<file path="src/hw/rtl/ifhg_pkg.sv">
package ifhg_pkg;

	localparam int unsigned PADDR_W = 5;
	localparam int unsigned PDATA_W = 32;

	// register indexes (byte address / 4)
	localparam logic [2:0] REG_MTU      = 3'd0;
	localparam logic [2:0] REG_SRC_ADDR = 3'd1;
	localparam logic [2:0] REG_DST_ADDR = 3'd2;
	localparam logic [2:0] REG_IDENT    = 3'd3;
	localparam logic [2:0] REG_TTL      = 3'd4;
	localparam logic [2:0] REG_TOS      = 3'd5;
	localparam logic [2:0] REG_PROTO    = 3'd6;

	localparam logic [15:0] MTU_RESET   = 16'd1500;
	localparam logic [15:0] IDENT_RESET = 16'd31415;
	localparam logic [7:0]  TTL_RESET   = 8'd255;
	localparam logic [7:0]  TOS_RESET   = 8'd0;
	localparam logic [7:0]  PROTO_RESET = 8'd6;

	localparam logic [15:0] HDR_BYTES = 16'd20;
	localparam logic [15:0] MIN_MTU   = 16'd28;
	localparam logic [15:0] MIN_CAP   = 16'd8;
	localparam logic [7:0]  VER_IHL   = 8'h45;

	// command codes
	localparam logic CMD_START = 1'b0;
	localparam logic CMD_NEXT  = 1'b1;

	typedef struct packed {
		logic [15:0] mtu;
		logic [31:0] src_addr;
		logic [31:0] dst_addr;
		logic [15:0] ident;
		logic [7:0]  ttl;
		logic [7:0]  tos;
		logic [7:0]  proto;
	} cfg_t;

	// per-fragment decision handed from the split stage to the header stage
	typedef struct packed {
		logic        err;
		logic [15:0] take;
		logic        mf;
		logic [12:0] off;
	} frag_t;

endpackage

</file>
<file path="src/hw/rtl/ifhg_cfg_regs.sv">
module ifhg_cfg_regs
	import ifhg_pkg::*;
(
	input  logic               clk,
	input  logic               arst_n,
	input  logic               psel,
	input  logic               penable,
	input  logic               pwrite,
	input  logic [PADDR_W-1:0] paddr,
	input  logic [PDATA_W-1:0] pwdata,
	output logic [PDATA_W-1:0] prdata,
	output logic               pready,
	output cfg_t               cfg,
	output logic [18:0]        static_sum
);

	cfg_t        cfg_q;
	logic [18:0] static_sum_q;
	logic [2:0]  idx;
	logic        wr_en;
	logic [18:0] static_sum_d;

	assign idx    = paddr[PADDR_W-1:2];
	assign wr_en  = psel & penable & pwrite;
	assign pready = 1'b1;

	always_ff @(posedge clk or negedge arst_n) begin
		if (!arst_n) begin
			cfg_q.mtu      <= MTU_RESET;
			cfg_q.src_addr <= 32'd0;
			cfg_q.dst_addr <= 32'd0;
			cfg_q.ident    <= IDENT_RESET;
			cfg_q.ttl      <= TTL_RESET;
			cfg_q.tos      <= TOS_RESET;
			cfg_q.proto    <= PROTO_RESET;
		end else if (wr_en) begin
			case (idx)
				REG_MTU:      cfg_q.mtu      <= pwdata[15:0];
				REG_SRC_ADDR: cfg_q.src_addr <= pwdata;
				REG_DST_ADDR: cfg_q.dst_addr <= pwdata;
				REG_IDENT:    cfg_q.ident    <= pwdata[15:0];
				REG_TTL:      cfg_q.ttl      <= pwdata[7:0];
				REG_TOS:      cfg_q.tos      <= pwdata[7:0];
				REG_PROTO:    cfg_q.proto    <= pwdata[7:0];
				default: ;
			endcase
		end
	end

	always_comb begin
		case (idx)
			REG_MTU:      prdata = {16'd0, cfg_q.mtu};
			REG_SRC_ADDR: prdata = cfg_q.src_addr;
			REG_DST_ADDR: prdata = cfg_q.dst_addr;
			REG_IDENT:    prdata = {16'd0, cfg_q.ident};
			REG_TTL:      prdata = {24'd0, cfg_q.ttl};
			REG_TOS:      prdata = {24'd0, cfg_q.tos};
			REG_PROTO:    prdata = {24'd0, cfg_q.proto};
			default:      prdata = '0;
		endcase
	end

	// sum of the seven header words that depend on configuration only
	assign static_sum_d = {3'd0, VER_IHL, cfg_q.tos}
		+ {3'd0, cfg_q.ident}
		+ {3'd0, cfg_q.ttl, cfg_q.proto}
		+ {3'd0, cfg_q.src_addr[31:16]}
		+ {3'd0, cfg_q.src_addr[15:0]}
		+ {3'd0, cfg_q.dst_addr[31:16]}
		+ {3'd0, cfg_q.dst_addr[15:0]};

	always_ff @(posedge clk or negedge arst_n) begin
		if (!arst_n) begin
			static_sum_q <= '0;
		end else begin
			static_sum_q <= static_sum_d;
		end
	end

	assign cfg        = cfg_q;
	assign static_sum = static_sum_q;

endmodule

</file>
<file path="src/hw/rtl/ifhg_frag_ctrl.sv">
module ifhg_frag_ctrl
	import ifhg_pkg::*;
(
	input  logic        clk,
	input  logic        arst_n,
	input  logic        cmd_valid,
	output logic        cmd_ready,
	input  logic        command,
	input  logic [15:0] data_length,
	input  logic [15:0] mtu,
	input  logic        adv,
	output logic        valid_s1,
	output frag_t       frag_s1
);

	logic [15:0] remaining_q;
	logic [12:0] next_off_q;
	logic        pending_q;
	logic        v_s1;
	frag_t       f_s1;

	logic        accept;
	logic [15:0] rem;
	logic [15:0] cap;
	frag_t       f_d;
	logic [12:0] off_adv;

	assign cmd_ready = ~v_s1 | adv;
	assign accept    = cmd_valid & cmd_ready;

	always_comb begin
		rem     = (command == CMD_START) ? data_length : remaining_q;
		cap     = (mtu < MIN_MTU) ? MIN_CAP : (mtu - HDR_BYTES);
		f_d.err = ((command == CMD_START) && (data_length == 16'd0)) ||
			((command == CMD_NEXT) && !pending_q);
		f_d.off = (command == CMD_START) ? 13'd0 : next_off_q;
		if (f_d.err) begin
			f_d.take = '0;
			f_d.mf   = 1'b0;
			f_d.off  = '0;
		end else if (rem > cap) begin
			f_d.take = {cap[15:3], 3'b000};
			f_d.mf   = 1'b1;
		end else begin
			f_d.take = rem;
			f_d.mf   = 1'b0;
		end
		off_adv = f_d.off + f_d.take[15:3];
	end

	always_ff @(posedge clk or negedge arst_n) begin
		if (!arst_n) begin
			remaining_q <= '0;
			next_off_q  <= '0;
			pending_q   <= 1'b0;
		end else if (accept) begin
			if (f_d.err) begin
				// drop any datagram on a zero-length start, hold on a stray next
				if (command == CMD_START) begin
					remaining_q <= '0;
					next_off_q  <= '0;
					pending_q   <= 1'b0;
				end
			end else begin
				next_off_q  <= off_adv;
				pending_q   <= f_d.mf;
				remaining_q <= f_d.mf ? (rem - f_d.take) : 16'd0;
			end
		end
	end

	always_ff @(posedge clk or negedge arst_n) begin
		if (!arst_n) begin
			v_s1 <= 1'b0;
		end else if (cmd_ready) begin
			v_s1 <= cmd_valid;
		end
	end

	always_ff @(posedge clk) begin
		if (accept) begin
			f_s1 <= f_d;
		end
	end

	assign valid_s1 = v_s1;
	assign frag_s1  = f_s1;

	a_pending_has_bytes: assert property (@(posedge clk) disable iff (!arst_n)
		pending_q |-> (remaining_q != 16'd0))
		else $error("pending datagram with no bytes left");

	a_idle_no_bytes: assert property (@(posedge clk) disable iff (!arst_n)
		!pending_q |-> (remaining_q == 16'd0))
		else $error("bytes left with no datagram pending");

	a_mf_keeps_pending: assert property (@(posedge clk) disable iff (!arst_n)
		(accept && !f_d.err && f_d.mf) |=> pending_q)
		else $error("non-final fragment did not leave the datagram pending");

endmodule

</file>
<file path="src/hw/rtl/ifhg_hdr_csum.sv">
module ifhg_hdr_csum
	import ifhg_pkg::*;
(
	input  logic        clk,
	input  logic        arst_n,
	input  logic        valid_s1,
	input  frag_t       frag_s1,
	input  logic [18:0] static_sum,
	output logic        adv,
	output logic        frag_valid,
	input  logic        frag_ready,
	output logic [15:0] fragment_length,
	output logic [12:0] fragment_offset,
	output logic        more_fragments,
	output logic [15:0] total_length,
	output logic [15:0] header_checksum,
	output logic        error
);

	logic        v_s2;
	logic [15:0] len_s2;
	logic [12:0] off_s2;
	logic        mf_s2;
	logic [15:0] tot_s2;
	logic [15:0] csum_s2;
	logic        err_s2;

	logic [15:0] total;
	logic [19:0] sum;
	logic [16:0] fold1;
	logic [15:0] fold2;

	assign adv = ~v_s2 | frag_ready;

	always_comb begin
		total = frag_s1.take + HDR_BYTES;
		sum   = {1'b0, static_sum} + {4'd0, total} + {4'd0, 2'b00, frag_s1.mf, frag_s1.off};
		fold1 = {1'b0, sum[15:0]} + {13'd0, sum[19:16]};
		fold2 = fold1[15:0] + {15'd0, fold1[16]};
	end

	always_ff @(posedge clk or negedge arst_n) begin
		if (!arst_n) begin
			v_s2 <= 1'b0;
		end else if (adv) begin
			v_s2 <= valid_s1;
		end
	end

	always_ff @(posedge clk) begin
		if (adv && valid_s1) begin
			err_s2  <= frag_s1.err;
			len_s2  <= frag_s1.take;
			off_s2  <= frag_s1.off;
			mf_s2   <= frag_s1.mf;
			tot_s2  <= frag_s1.err ? 16'd0 : total;
			csum_s2 <= frag_s1.err ? 16'd0 : ~fold2;
		end
	end

	assign frag_valid      = v_s2;
	assign fragment_length = len_s2;
	assign fragment_offset = off_s2;
	assign more_fragments  = mf_s2;
	assign total_length    = tot_s2;
	assign header_checksum = csum_s2;
	assign error           = err_s2;

	a_err_zero: assert property (@(posedge clk) disable iff (!arst_n)
		(v_s2 && err_s2) |-> (len_s2 == 16'd0 && off_s2 == 13'd0 && !mf_s2 &&
		tot_s2 == 16'd0 && csum_s2 == 16'd0))
		else $error("error result carries non-zero fields");

	a_total_len: assert property (@(posedge clk) disable iff (!arst_n)
		(v_s2 && !err_s2) |-> (tot_s2 == len_s2 + HDR_BYTES))
		else $error("total length does not match fragment length");

	a_mf_aligned: assert property (@(posedge clk) disable iff (!arst_n)
		(v_s2 && mf_s2) |-> (len_s2[2:0] == 3'b000 && len_s2 != 16'd0))
		else $error("non-final fragment not a multiple of eight bytes");

endmodule

</file>
<file path="src/hw/rtl/ipv4_fragment_header_generator.sv">
// IPv4 fragment header generator.
// Command channel (cmd_valid/cmd_ready, command, data_length): a start command
// loads the datagram length and yields its first fragment; each next command
// yields the following fragment. Every command gives exactly one transfer on
// the fragment channel (frag_valid/frag_ready), carrying length, offset in
// 8-byte units, more-fragments flag, total length and header checksum, or
// error with all other fields zero for a next with nothing pending or a start
// of zero length.
// Path: command transfer, split stage register, then checksum stage register,
// then fragment valid. Throughput: one command per cycle while the output is
// not stalled, through the two pipeline registers; the split decision and the
// datagram state update both happen in the cycle of the command transfer.
// Stall: while frag_ready is low the result is held; the split stage still
// takes one more command, then cmd_ready drops until the output drains.
// Reset: arst_n clears the pipeline and the datagram state (nothing pending)
// and loads the register defaults (MTU 1500, ident 31415, TTL 255, proto 6).
// Registers sit on the APB port at byte address 4*index; write them only
// while no fragment is in flight.
module ipv4_fragment_header_generator
	import ifhg_pkg::*;
(
	input  logic               clk,
	input  logic               arst_n,
	// configuration
	input  logic               psel,
	input  logic               penable,
	input  logic               pwrite,
	input  logic [PADDR_W-1:0] paddr,
	input  logic [PDATA_W-1:0] pwdata,
	output logic [PDATA_W-1:0] prdata,
	output logic               pready,
	// command channel
	input  logic               cmd_valid,
	output logic               cmd_ready,
	input  logic               command,
	input  logic [15:0]        data_length,
	// fragment channel
	output logic               frag_valid,
	input  logic               frag_ready,
	output logic [15:0]        fragment_length,
	output logic [12:0]        fragment_offset,
	output logic               more_fragments,
	output logic [15:0]        total_length,
	output logic [15:0]        header_checksum,
	output logic               error
);

	cfg_t        cfg;
	logic [18:0] static_sum;
	logic        adv;
	logic        valid_s1;
	frag_t       frag_s1;

	// register file plus the pre-summed constant part of the header
	ifhg_cfg_regs u_cfg_regs (
		.clk        (clk),
		.arst_n     (arst_n),
		.psel       (psel),
		.penable    (penable),
		.pwrite     (pwrite),
		.paddr      (paddr),
		.pwdata     (pwdata),
		.prdata     (prdata),
		.pready     (pready),
		.cfg        (cfg),
		.static_sum (static_sum)
	);

	// stage 1: split decision and datagram state
	ifhg_frag_ctrl u_frag_ctrl (
		.clk         (clk),
		.arst_n      (arst_n),
		.cmd_valid   (cmd_valid),
		.cmd_ready   (cmd_ready),
		.command     (command),
		.data_length (data_length),
		.mtu         (cfg.mtu),
		.adv         (adv),
		.valid_s1    (valid_s1),
		.frag_s1     (frag_s1)
	);

	// stage 2: total length, checksum fold, output register
	ifhg_hdr_csum u_hdr_csum (
		.clk             (clk),
		.arst_n          (arst_n),
		.valid_s1        (valid_s1),
		.frag_s1         (frag_s1),
		.static_sum      (static_sum),
		.adv             (adv),
		.frag_valid      (frag_valid),
		.frag_ready      (frag_ready),
		.fragment_length (fragment_length),
		.fragment_offset (fragment_offset),
		.more_fragments  (more_fragments),
		.total_length    (total_length),
		.header_checksum (header_checksum),
		.error           (error)
	);

endmodule

</file>
<file path="config.mk">
export PLATFORM = sky130hd
export DESIGN_NAME = ipv4_fragment_header_generator
export DESIGN_NICKNAME = d
export VERILOG_FILES = /design/src/hw/rtl/ifhg_pkg.sv /design/src/hw/rtl/ifhg_cfg_regs.sv /design/src/hw/rtl/ifhg_frag_ctrl.sv /design/src/hw/rtl/ifhg_hdr_csum.sv /design/src/hw/rtl/ipv4_fragment_header_generator.sv
export SDC_FILE = /design/constraint.sdc
export NUM_CORES = 1
export LEC_CHECK = 0
export ABC_AREA = 1
export BUFFER_PORTS_ARGS = -buffer_cell sky130_fd_sc_hd__buf_4
export CORE_ASPECT_RATIO = 1.1
export CORE_MARGIN = 2
export CORE_UTILIZATION = 55
export CTS_CLUSTER_SIZE = 8
export DETAILED_ROUTE_END_ITERATION = 6
export GPL_ROUTABILITY_DRIVEN = 0
export GPL_TIMING_DRIVEN = 0
export PLACE_DENSITY = 0.73
export SYNTH_ARGS = -nofsm -noshare
export SYNTH_HDL_FRONTEND = slang
export SYNTH_SLANG_ARGS = --single-unit
</file>
<file path="constraint.sdc">
create_clock -name clk -period 11.9 [get_ports clk]
set_input_delay 2.975 -clock clk [delete_from_list [all_inputs] [get_ports clk]]
set_output_delay 2.975 -clock clk [all_outputs]
set_load 0.02 [all_outputs]
</file>
==> flow_metrics.tcl, run 1 <==
set metrics [dict create \
    setup_viol 0 \
    synth_nets 2211 \
    drtIter0Drc 1389 \
    reg2reg_from "u_frag_ctrl.frag_s1[16]" \
    ys_types 51 \
    cpMostUsedCell "clkbuf_1" \
    avgSynthCellArea_sq_um 8.70 \
    fp.dieH_um 189 \
    routed_wirelength_mm 46.8 \
    max_freq_mhz 125 \
    relSlewSlack_pct 37.9 \
    finalHoldViolCount 0 \
    diodes 0 \
    vias_per_cell 5.53 \
    synth-edff-count 94 \
    cts_max_level 2 \
    core_sq_um 30600 \
    crit_path_end_kind "primary output" \
    netlist_area_sq_um 17100 \
    ctsHoldBuffers 0 \
    fin_crit_sh_pct 67.0 \
    synth_seq_cells 265 \
    layout.cells.non_filler 2613 \
    worstSetupPathType "input pin to primary output" \
    synthCells 1970 \
    cp.arrival_ns 5.00 \
    rrSetupSlack_ns 3.99 \
    synthFlopType "dfrtp_1" \
    areaGrowthSynthToFinish_pct 17.1 \
    clock-sinks 265 \
    grt_usage_pct 29.7 \
    drtPass1Iterations 6 \
    p_leak_nw 9.80 \
    pre_cts_slack_ns 3.75 \
    die_area_sq_um 32600 \
    fin_crit_ns 7.98 \
    portBuffers 154 \
    rows 67 \
    insertion_delay_ns 0.54 \
    cts_root_buffer "clkbuf_16" \
    ant_nets 0 \
    layout-drive-gt1-share_pct 12.7 \
    vdd_drop_max_uv 224 \
    worst_pin_slew_ns 0.926 \
    hold_start "u_frag_ctrl.remaining_q[13]" \
    worst_clock_skew_ns 0.0273 \
    ioPinCount 159 \
    crit_end "prdata[2]" \
    crit_required_ns 8.93 \
    path_max_fanout 10 \
    drc_errors 0 \
    r2r_end "u_hdr_csum.header_checksum[15]" \
    cp_slowest_cell "nor3_2" \
    hpwl_mm 36.6 \
    slew_violations 0 \
    synthArstFlopShare_pct 64.5 \
    cap_violations 0 \
    yosysWarnings 0 \
    clk_pin_slew_ns 0.05 \
    cts_resized 0 \
    post_cts_buffers 0 \
    reg2regPathDepth 44 \
    grt_pass1_wl_mm 75.1 \
    overflow 0 \
    pwr_density_cell_nw_per_um2 335 \
    routedWlPerCell_um 17.9 \
    worstPathCellList "clkbuf_1 > nor3_2 > clkbuf_1 > nand2_1 > o2111ai_1 > buf_4" \
    grt_antenna_before_repair 0 \
    slowest_delay_ns 0.77 \
    min_path_type "register to register" \
    grt_max_degree 100 \
    tns_ns 0 \
    die_w_um 172 \
    crit_path_start "paddr[4]" \
    fin_nets 2409 \
    cts_buffers 39 \
    whs_ns 0.477 \
    status "completed" \
    clock_path_buffers 3 \
    rsz0062_at_grt "false" \
    cp-start-kind "input pin" \
    start_util_pct 56.0 \
    setup_slack_ns 3.92 \
    num_vias 14400 \
    yosysSeqAreaShare_pct 41.6 \
    place_inst 2541 \
    cts_tree "yes" \
    grt_pass1_vias 14800 \
]
==> placed cells by master (no fill, tap or decap), types with 14 or more instances in the layout <==
cell type,n
a21oi_1,102
a22o_1,15
buf_4,154
clkbuf_1,69
clkbuf_16,40
dfrtp_1,143
dfstp_2,28
edfxtp_1,94
fa_1,83
ha_1,97
inv_1,324
nand2_1,427
nand3_1,62
nand4_1,14
nor2_1,110
nor3_1,19
o21ai_0,194
o22ai_1,22
xnor2_1,18
xor2_1,42
==> through the flow <==
stage          total power, W  instance area [sq um]  utilization (%)
6_report              0.00673                  20100             65.6
5_1_grt               0.00742                  20100             65.6
4_1_cts               0.00673                  20100             65.6
3_5_place_dp          0.00564                  18900             61.8
3_3_place_gp          0.00552                  18800             61.5
2_1_floorplan         0.00459                  17100                -
==> cells by family after synthesis <==
family,share of synthesized area [%]
adder cells (fa/ha/maj),16.8
AO/OA/AOI/OAI,13.6
AND/OR/NAND/NOR,16.5
XOR/XNOR,3.16
buffers and inverters,8.29
other,0.0219
flip-flops,41.6
==> flip-flops by register name, indices dropped and copies added, names as in the netlist <==
signal                      count
u_hdr_csum.fragment_length     16
u_hdr_csum.total_length        16
u_frag_ctrl.valid_s1            1
u_frag_ctrl.frag_s1            31
u_cfg_regs.cfg                120
u_hdr_csum.frag_valid           1
u_hdr_csum.error                1
u_hdr_csum.header_checksum     16
u_frag_ctrl.next_off_q         13
u_frag_ctrl.pending_q           1
u_cfg_regs.static_sum          19
u_hdr_csum.more_fragments       1
u_hdr_csum.fragment_offset     13
u_frag_ctrl.remaining_q        16
==> per-layer routing <==
metal | up-vias | global-route usage [%] | wire length [um]
met2 | 586 | 49.7 | 22400
li1 | 6855 | - | -
met1 | 6875 | 38.1 | 18800
met3 | 127 | 5.18 | 3550
met4 | 0 | 12.5 | 2070
met5 | - | 0 | 0
==> cells in the mapped netlist, types with 7 or more instances <==
cell / count / area share (%)
a21oi_1: 103 / 3.0
a221oi_1: 9 / 0.46
a22o_1: 15 / 0.77
a31oi_1: 9 / 0.33
clkbuf_1: 41 / 0.90
dfrtp_1: 143 / 21
dfstp_2: 28 / 4.3
edfxtp_1: 94 / 16
fa_1: 83 / 9.7
ha_1: 97 / 7.1
inv_1: 324 / 7.1
nand2_1: 427 / 9.4
nand2_2: 13 / 0.47
nand3_1: 62 / 1.8
nand4_1: 14 / 0.51
nor2_1: 110 / 2.4
nor2_2: 8 / 0.29
nor3_1: 19 / 0.55
o2111ai_1: 7 / 0.36
o211ai_1: 8 / 0.35
o21a_1: 13 / 0.57
o21ai_0: 194 / 5.7
o22ai_1: 22 / 0.80
o31ai_1: 7 / 0.31
xnor2_1: 18 / 0.92
xor2_1: 42 / 2.1
==> cell type report <==
class | instances | area [sq um]
Buffer | 46 | 179
Clock inverter | 3 | 55.1
Sequential cell | 265 | 7140
Tap cell | 414 | 518
Timing Repair Buffer | 157 | 1230
Fill cell | 2528 | 10500
Clock buffer | 69 | 1110
Multi-Input combinational cell | 1328 | 8590
Inverter | 331 | 1240
==> critical path, delay by kind of cell <==
family | cells | cell delay (ns)
compound gates | 1 | 0.19
simple gates | 2 | 0.88
buf+inv | 3 | 0.95
==> worst min-delay path by stage <==
stage | to | slack [ns] | depth (start not counted)
after floorplan | u_hdr_csum.frag_valid | 0.45 | 2
after global placement | u_hdr_csum.frag_valid | 0.45 | 2
after detailed placement | u_frag_ctrl.remaining_q[13] | 0.47 | 2
after CTS | u_frag_ctrl.remaining_q[13] | 0.48 | 2
after global routing | u_hdr_csum.fragment_length[15] | 0.51 | 0
final | u_frag_ctrl.remaining_q[13] | 0.48 | 2
==> power by group <==
part	switching, W	internal, W	leakage [nW]
Sequential	0.000166	0.00128	3.03
Clock	0.000415	0.000632	0.552
Combinational	0.00263	0.00160	6.21
Total	0.00321	0.00351	9.80
Note: power is estimated with default switching activity, not from simulation.
==> run 2, diff against run 1 <==
==> constraint.sdc (replaced) <==
create_clock -name clk -period 7.66 [get_ports clk]
set_input_delay 1.915 -clock clk [delete_from_list [all_inputs] [get_ports clk]]
set_output_delay 1.915 -clock clk [all_outputs]
set_load 0.02 [all_outputs]
==> flow_metrics.tcl, run 2 (synthesis results as in run 1) <==
set metrics [dict create \
    status "completed" \
    fin_util_pct 66.5 \
    drtPass1Iterations 7 \
    cts_tree "yes" \
    path_max_fanout 4 \
    cap_violations 0 \
    rows 67 \
    cp-start-kind "register" \
    pwr_density_cell_nw_per_um2 526 \
    die_w_um 172 \
    routedWlPerCell_um 18.0 \
    final_common_cell "nand2_1" \
    crit_path_end_kind "register" \
    power_frac_clock_pct 15.2 \
    crit_required_ns 7.93 \
    portBuffers 154 \
    relSlewSlack_pct 36.3 \
    overflow 0 \
    grt_pass1_wl_mm 75.1 \
    areaGrowthSynthToFinish_pct 18.7 \
    start_util_pct 56.0 \
    cts_buffers 39 \
    cp.arrival_ns 7.45 \
    min_path_type "register to register" \
    clock_path_buffers 3 \
    cp_slowest_cell "fa_1" \
    clk_pin_slew_ns 0.05 \
    insertion_delay_ns 0.54 \
    die_area_sq_um 32600 \
    max_freq_mhz 139 \
    p_sw_share_pct 48.2 \
    cpMostUsedCell "nand2_1" \
    routed_wirelength_mm 47.3 \
    fin_nets 2421 \
    grt_max_degree 100 \
    seqPwrFrac_pct 21.0 \
    worst_pin_slew_ns 0.950 \
    fin_crit_ns 7.17 \
    cp.buffers_inverters 6 \
    drc_errors 0 \
    grt_pass1_vias 14800 \
    vias_per_cell 5.57 \
    core_sq_um 30600 \
    cts_root_buffer "clkbuf_16" \
    fin_crit_sh_pct 93.7 \
    pwr-share-comb_pct 63.8 \
    slew_violations 0 \
    hpwl_mm 36.6 \
    setup_viol 0 \
    p_switching_w 0.00515 \
    vdd_drop_max_uv 349 \
    p_leak_nw 9.86 \
    grt_antenna_before_repair 0 \
    num_vias 14600 \
    place_inst 2541 \
    diodes 0 \
    layout-drive-gt1-share_pct 14.5 \
    grt_usage_pct 29.7 \
    layout_common_cells "nand2_1, inv_1, o21ai_0" \
    crit_family "simple AND/OR/NAND/NOR gates" \
    cts_max_level 2 \
    p_int_w 0.00554 \
    whs_ns 0.477 \
    fp.dieH_um 189 \
    clock-sinks 265 \
    largest_reg_flops 120 \
    finalHoldViolCount 0 \
    ant_nets 0 \
    worstSetupPathType "register to register" \
    slowest_delay_ns 0.53 \
    ioPinCount 159 \
    p_total_w 0.0107 \
    drtIter0Drc 1453 \
    layout.cells.non_filler 2625 \
    worst_clock_skew_ns 0.0270 \
]
[run 2: changes by cell type in the layout (fill, tap and decap cells not counted), moves of 3 or more]
cell | previous run | this run
buf_4 | 154 | 166
ha_1 | 97 | 90
ha_2 | 0 | 4
ha_4 | 0 | 3
nand2_1 | 427 | 422
nand2_2 | 13 | 18
nand3_1 | 62 | 59
nor2_1 | 110 | 106
nor2_4 | 1 | 4
nor3_1 | 19 | 15
nor3_2 | 4 | 7
[run 2: routing by layer]
layer	global-route usage (%)	share of wire, %	vias up
li1	-	-	6878
met1	38.0	39	6956
met2	49.7	48	646
met3	5.20	8.2	133
met4	12.4	4.4	0
met5	0	0	-
[run 2: area by class of cell]
cell class	instances	area (sq um)
Buffer	46	179
Clock buffer	69	1110
Clock inverter	3	55.1
Fill cell	2484	10300
Inverter	331	1240
Multi-Input combinational cell	1328	8780
Sequential cell	265	7140
Tap cell	414	518
Timing Repair Buffer	169	1320
[run 2: path summary, 6_finish.rpt]
check	to	start	slack, ns	cells past startpoint
worst max-delay path	u_hdr_csum.header_checksum[15]	u_frag_ctrl.frag_s1[17]	0.49	47
worst min register to register	u_frag_ctrl.remaining_q[13]	u_frag_ctrl.remaining_q[13]	0.48	2
worst max register to register	u_hdr_csum.header_checksum[15]	u_frag_ctrl.frag_s1[17]	0.49	47
min in group asynchronous	u_cfg_regs.cfg[47]	arst_n	1.35	1
max in group asynchronous	u_frag_ctrl.next_off_q[10]	arst_n	5.39	2
worst min-delay path	u_frag_ctrl.remaining_q[13]	u_frag_ctrl.remaining_q[13]	0.48	2
[run 2: power by group through the flow]
stage	sequential, W	clock (W)	combinational [W]
after detailed placement	0.00227	0	0.00649
after floorplan	0.00229	0	0.00484
after global placement	0.00226	0	0.00631
after CTS	0.00224	0.00165	0.00658
after global routing	0.00229	0.00170	0.00778
final	0.00225	0.00163	0.00682
[run 2: metrics by stage]
step	worst slack [ns]	instance area (sq um)	TNS [ns]
finish	0.485	20300	0
global route	-0.165	20300	-0.452
CTS	0.0527	20100	0
detailed placement	-0.204	18900	-0.730
global placement	-0.101	18800	-0.318
floorplan	1.18	17100	0
[run 2: worst min-delay path: cells and delay by family (launching register included)]
kind | cells | cell delay [ns]
simple gates | 2 | 0.11
flops | 1 | 0.34
[run 2: what timing repair did]
action / CTS / global route
hold buffers: 0 / 0
setup buffers: 4 / 8
pin swaps: 1 / 23
setup endpoints to repair: 5 / 10
gates resized for setup: 2 / 39
